**config.mk**
```make
export PLATFORM = sky130hd
export DESIGN_NAME = tlsa_ram
export DESIGN_NICKNAME = d
export VERILOG_FILES = /design/src/hdl/tlsa_ram.sv
export SDC_FILE = /design/constraint.sdc
export NUM_CORES = 1
export LEC_CHECK = 0
export ABC_AREA = 1
export BUFFER_PORTS_ARGS = -buffer_cell sky130_fd_sc_hd__buf_4
export CORE_MARGIN = 1.5
export CORE_UTILIZATION = 55
export CTS_CLUSTER_DIAMETER = 40
export DETAILED_ROUTE_END_ITERATION = 10
export GPL_TIMING_DRIVEN = 1
export PLACE_DENSITY = 0.75
export SYNTH_ARGS = -nofsm -noshare
export SYNTH_HDL_FRONTEND = slang
export SYNTH_SLANG_ARGS = --single-unit
```
**constraint.sdc**
```tcl
create_clock -name clk -period 1.1 [get_ports clk]
set_clock_uncertainty 0.1 [all_clocks]
set_input_delay 0.11 -clock clk [delete_from_list [all_inputs] [get_ports clk]]
set_output_delay 0.11 -clock clk [all_outputs]
set_load 0.02 [all_outputs]
```
**src/hdl/tlsa_ram.sv**
```systemverilog
// ============================================================================
// Generic simple dual-port RAM
// One write port and one read port, read data registered.
// ============================================================================
module tlsa_ram #(
    parameter int WIDTH = 8,
    parameter int DEPTH = 16
) (
    input  logic                     clk,
    input  logic                     we,
    input  logic [$clog2(DEPTH)-1:0] waddr,
    input  logic [WIDTH-1:0]         wdata,
    input  logic [$clog2(DEPTH)-1:0] raddr,
    output logic [WIDTH-1:0]         rdata
);

    logic [WIDTH-1:0] mem_array [DEPTH];
    logic [WIDTH-1:0] rdata_reg;

    always_ff @(posedge clk)
    begin
        if (we)
        begin
            mem_array[waddr] <= wdata;
        end
        rdata_reg <= mem_array[raddr];
    end

    assign rdata = rdata_reg;

endmodule

```
Word level (Yosys, flattened, before mapping):

Memory sizes are Yosys's and may differ from the RTL's. A register that Yosys moved wholly into a read port is not among the register bits.
Cells that the tools add are included.
W data, S select, Z words.

* register bits after elaboration: 0
* RAM bits: 128
* input port bits: 18
* output and inout bits: 8
* logic and storage cells: 3
* memories: 1

Memory list
* mem_array: words 16, bits a word 8, read ports 1, clocked after memory_dff 1, wr ports 1, line 17 `logic [WIDTH-1:0] mem_array [DEPTH];`

* muxes and demuxes: 2

Operators with widths (number)
* $mux W1: 2

Longest topological paths before layout:

Gate-level depths: netlist of the first run.

* depth after elaboration: 2
* mapped depth: 8

Worst setup path before layout of the first run:

OpenSTA, ideal clock, no wires.

* kind: input to register
* start: in waddr[3]
* end: mem mem_array[4][0], enable pin
* arrival time: 691 ps
* data required time: 630 ps
* path slack: -61 ps
* stages: 2
* buffers on the path: 0
* path through: nand3b_1 -> nor2_1

RTL lines
* start: declaration: line 11 `input logic [$clog2(DEPTH)-1:0] waddr,`
* end: declaration: line 17

Straight into the memory's write port.

Worst setup path after layout of the first run:

* start: reg rdata_reg[6], in the netlist rdata[6], read port of mem_array
* end: out rdata[6]

RTL lines
* start: declaration: line 18 `logic [WIDTH-1:0] rdata_reg;`
* end: declaration: line 14 `output logic [WIDTH-1:0] rdata`

No word-level cell between the ends.

==> impl_metrics.json, run 1 <==
{
  "status": "finished, violations left",
  "violations": "setup timing",
  "setup_viol": 8,
  "drc_errors": 0,
  "grt_use_total_pct": 25.4,
  "crit_fanout": 1,
  "fin_crit_sh_pct": 110,
  "synthTopCellsByArea": "edfxtp_1 (67%), nand2_1 (11%), nand3_1 (8.4%)",
  "critPathMaxStageDelay_ps": 360,
  "antennaDiodeCount": 0,
  "worst_path_max_delay_cell": "dfxtp_2",
  "hold_path_depth": 6,
  "final_cell_area_um2": 7170,
  "dpl.cell_count": 713,
  "finalHoldViolCount": 0,
  "cp.arrival_ps": 1000,
  "path_clk_slew_ps": 60,
  "numPortBuffers": 25,
  "core_um2": 10200,
  "cts_tree": "done",
  "dieArea_um2": 11100,
  "synth_cells": 551,
  "synth.distinct_cells": 12,
  "largest_reg_flops": 128,
  "maxSlewHeadroom_pct": 80.0,
  "dr.pass1.iters": 5,
  "yosysMostFrequentCell": "nand2_1",
  "cts.sinks": 136,
  "clk_latency_ps": 520,
  "power.density_nw_per_um2": 1680,
  "max_cap_violations": 0,
  "grt_max_degree": 33,
  "h-tree-depth": 4,
  "seq_area_frac_synth_pct": 69.4,
  "gp_congestion": 0.877,
  "die_h_um": 105,
  "final_cell_count_no_fill": 754,
  "synth_edf_count": 128,
  "initial_core_util_pct": 56.4,
  "ir_drop_v": 0.00147,
  "cts_buffer_depth": 2,
  "critPathKind": "flip-flop to output port",
  "wl_per_cell_um": 17.2,
  "drtIter0Drc": 269,
  "startpoint": "rdata[6]",
  "routed_wl_mm": 13.0,
  "p_leak_nw": 3.09,
  "syn_nets": 569,
  "worstPathCellList": "buf_6",
  "root_buffer": "clkbuf_8",
  "netlist.area_leader.share_pct": 66.7,
  "post-cts-setup-buffers": 0,
  "area_growth_pct": 24.3,
  "path_buf_inv": 1,
  "antenna_found_initial": 0,
  "grt_pass1_wl_mm": 20.5,
  "rows": 37,
  "cpLargestDelayFamily": "flip-flops",
  "worst_setup_path_end_kind": "output port",
  "io_pins": 26,
  "synth_flop_cell": "edfxtp_1",
  "placed_area_um2": 6300,
  "async_flop_share_pct": 0,
  "ys_seq_elements": 136,
  "start_kind": "flip-flop",
  "grt_pass1_vias": 3885,
  "place_hpwl_mm": 7.93,
  "netlist_top_cells_count": "nand2_1 (173), edfxtp_1 (128), inv_1 (100)",
  "synth_area_um2": 5770,
  "chipWidth_um": 105,
  "yosys.area.top_type": "edfxtp_1",
  "overflow": 0,
  "tightest_slew_ps": 300,
  "finalNetCount": 623,
  "r2r-start": "mem_array[6][0]",
  "hp-class": "input port to flip-flop",
  "fmax_ghz": 0.829,
  "required_ps": 890,
  "worst_slack_ps": -106,
  "drive_gt1_share_pct": 21.4,
  "cts_made_buffers": 17,
  "cp.depth": 1,
  "vias_per_cell": 5.21,
  "syn_avg_cell_area_um2": 10.5,
  "maxSlewViolCount": 0,
  "r2r_cells": 6,
  "vias": 3928,
  "ys.warnings.count": 0,
  "min_period_ps": 1210,
  "rsz0062_at_grt": "true",
  "ant_nets": 0,
  "holdCritStartpoint": "raddr[2]"
}
==> cell usage in the layout, fill, tap and decap left out, types with 3 or more instances in the layout <==
cell type / instances
dfxtp_2: 8
buf_4: 31
clkinv_4: 5
nand3_2: 36
dlygate4sd3_1: 9
buf_6: 8
edfxtp_1: 128
nor2_1: 12
buf_12: 11
nand3_1: 61
nor2_2: 5
inv_2: 4
clkbuf_16: 16
clkbuf_1: 3
nand2_1: 172
inv_1: 97
==> area by class of cell <==
| type | instances | area, um^2 |
|---|---|---|
| Inverter | 102 | 387 |
| Tap cell | 136 | 170 |
| Clock buffer | 20 | 425 |
| Clock inverter | 12 | 129 |
| Multi-Input combinational cell | 289 | 1410 |
| Timing Repair Buffer | 59 | 633 |
| Sequential cell | 136 | 4010 |
| Fill cell | 659 | 3060 |
==> routing by layer <==
layer | wire length [um] | global-route usage (%) | vias up | part of all wire (%)
met5 | 0 | 0 | - | 0
met4 | 374 | 13.6 | 0 | 2.9
met3 | 822 | 6.25 | 26 | 6.3
met2 | 6330 | 38.8 | 165 | 49
met1 | 5480 | 33.6 | 1859 | 42
li1 | - | - | 1878 | -
==> metrics by stage <==
| step | utilization [%] | power (mW) | setup slack, ps | setup TNS, ps | hold slack, ps |
|---|---|---|---|---|---|
| final | 70.1 | 12.1 | -106 | -711 | 24.6 |
| after global routing | 70.1 | 12.4 | -140 | -1050 | 23.4 |
| after CTS | 68.4 | 12.0 | -130 | -876 | 3.54 |
| after detailed placement | 61.5 | 6.76 | -155 | -11760 | 322 |
| after global placement | 61.5 | 6.74 | -137 | -8440 | 321 |
| after floorplan | - | 6.38 | -60.8 | -5200 | 109 |
==> where the power goes <==
group	switching, mW	internal (mW)	leakage [nW]
clock network	2.05	3.21	0.268
logic	0.588	0.354	1.60
registers	0.0527	5.80	1.22
==> final timing paths <==
path | to | slack (ps)
worst max register to register | rdata[0] | 20
worst max-delay path | rdata[6] | -110
worst min register to register | rdata[1] | 590
worst min-delay path | rdata[1] | 20
==> cells by family after synthesis <==
kind of cell,Yosys count,synth area share [%]
AND/OR/NAND/NOR,289,21.0
buffers and inverters,126,9.52
flip-flops,136,69.4
==> what timing repair did <==
action | CTS | global route
pin swaps | 0 | 16
setup endpoints to repair | 11 | 16
hold endpoints to repair | 136 | 0
hold buffers | 9 | 0
gates resized for setup | 19 | 37
==> tightest hold or removal path, delay by kind of cell <==
kind                   cells  cell delay [ps]
and+or+nand+nor            3              190
buffers and inverters      3              300
Power figures use the tool's default switching activity.
==> inputs of run 2 (changes only) <==
- BUFFER_PORTS_ARGS: -buffer_cell sky130_fd_sc_hd__buf_4 -> not set
- DONT_BUFFER_PORTS: not set -> 1
- PLACE_DENSITY: 0.75 -> 0.73
==> run 2 against run 1 <==
The flow finishes with violations (hold timing, setup timing). Via count fell by 0.56%. Design area shrank 2.8%. Sequential power up 0.7%. Non-clock buffer count decreased by 29. Count of clock-buffer cells in the layout is 3 higher.
==> impl_metrics.json, run 2 (synthesized netlist as in run 1, its figures left out) <==
{
  "largest_reg_flops": 128,
  "ant_nets": 0,
  "h-tree-depth": 4,
  "hp-class": "input port to flip-flop",
  "core_um2": 10200,
  "drive_gt1_share_pct": 19.0,
  "start_kind": "flip-flop",
  "vias_per_cell": 5.38,
  "violations": "hold timing, setup timing",
  "clk_latency_ps": 530,
  "fin_crit_sh_pct": 102,
  "finalNetCount": 594,
  "io_pins": 26,
  "hold_ws_ps": -377,
  "crit_fanout": 1,
  "min_period_ps": 1120,
  "fmax_ghz": 0.890,
  "grt_use_total_pct": 25.7,
  "worst_setup_path_end_kind": "output port",
  "cp.arrival_ps": 910,
  "cts_made_buffers": 17,
  "status": "finished, violations left",
  "maxSlewViolCount": 0,
  "drtIter0Drc": 399,
  "post-cts-setup-buffers": 0,
  "power.density_nw_per_um2": 1810,
  "cts.sinks": 136,
  "grt_max_degree": 66,
  "antenna_found_initial": 2,
  "chipWidth_um": 105,
  "tightest_slew_ps": 823,
  "dieArea_um2": 11100,
  "drc_errors": 0,
  "cts_buffer_depth": 2,
  "worst_slack_ps": -23.2,
  "setup_viol": 8,
  "required_ps": 890,
  "numPortBuffers": 0,
  "place_hpwl_mm": 7.71,
  "rows": 37,
  "layout_commonest_cell": "nand2_1",
  "finalHoldViolCount": 8,
  "dpl.cell_count": 684,
  "ctsHoldBuffers": 9,
  "vias": 3906,
  "dr.pass1.iters": 7,
  "gp_congestion": 0.829,
  "ir_drop_v": 0.00160,
  "final_cell_count_no_fill": 726,
  "path_clk_slew_ps": 60,
  "overflow": 0,
  "max_cap_violations": 0,
  "place_ws_ps": -35.6,
  "grt_pass1_vias": 3848,
  "die_h_um": 105,
  "area_growth_pct": 20.8,
  "grt_pass1_wl_mm": 20.6,
  "wl_per_cell_um": 18.3,
  "initial_core_util_pct": 56.4,
  "root_buffer": "clkbuf_8",
  "critPathKind": "flip-flop to output port",
  "p_leak_nw": 2.98,
  "rsz0062_at_grt": "true",
  "maxSlewHeadroom_pct": 44.9,
  "power_mw": 12.6,
  "final_cell_mix": "nand2_1 (166), edfxtp_1 (128), inv_1 (95)",
  "cts_tree": "done",
  "routed_wl_mm": 13.3
}
[run 2: cell count changes in the layout (fill, tap and decap cells not counted), sizes merged]
cell      before  now
buf           50   21
bufinv         2    5
clkbuf        20   23
clkinv         9    4
clkinvlp       2    0
diode          0    1
inv          101  102
[run 2: final cells by class]
class                      count  area (um^2)
fill                         699         3260
timing repair buffer          30          323
inverter                     102          383
antenna                        1         2.50
clock inverter                 9          170
multi-input combinational    289         1420
clock buffer                  23          467
tap                          136          170
sequential                   136         4030
[run 2: report_power, final]
| group | total, mW | switching, mW | internal [mW] |
|---|---|---|---|
| clock network | 6.04 | 1.96 | 4.08 |
| logic | 0.681 | 0.449 | 0.233 |
| registers | 5.89 | 0.0807 | 5.80 |
[run 2: per-layer routing]
layer  vias up  wire length [um]  part of all wire (%)  track usage [%]
met3        46              1190                   9.0             8.10
met2       184              6560                    49             41.0
li1       1824                 -                     -                -
met4         2               381                   2.9             11.8
met5         -                10                 0.075                0
met1      1850              5120                    39             32.2
[run 2: worst paths after layout]
check | startpoint | to | slack [ps] | cells past startpoint
setup / recovery | rdata[2] | rdata[2] | -20 | 0
hold / removal | raddr[3] | rdata[6] | -380 | 2
setup reg to reg | mem_array[1][6] | rdata[6] | 10 | 6
hold reg to reg | mem_array[14][4] | rdata[4] | 580 | 6
[run 2: worst register-to-register path, cell delays in order (launching register included)]
cell and delay, ps:
edfxtp_1 360, inv_1 80, nand2_1 60, nand3_1 110
nand3_2 100, nand3_2 90, nand2_1 70
[run 2: stage by stage]
| stage | util [%] | setup TNS [ps] | area [um^2] |
|---|---|---|---|
| global route | 68.1 | -293 | 6970 |
| detailed placement | 58.8 | -110 | 6020 |
| finish | 68.1 | -56.1 | 6970 |
| global placement | 58.8 | -13.7 | 6020 |
| CTS | 66.5 | -142 | 6810 |
| floorplan | - | -5200 | 5780 |
[run 2: repair_timing]
| action | in CTS | in global routing |
|---|---|---|
| hold endpoints to repair | 144 | 8 |
| gates resized for setup | 23 | 40 |
| pin swaps | 1 | 8 |
| endpoints found under the setup margin | 11 | 16 |
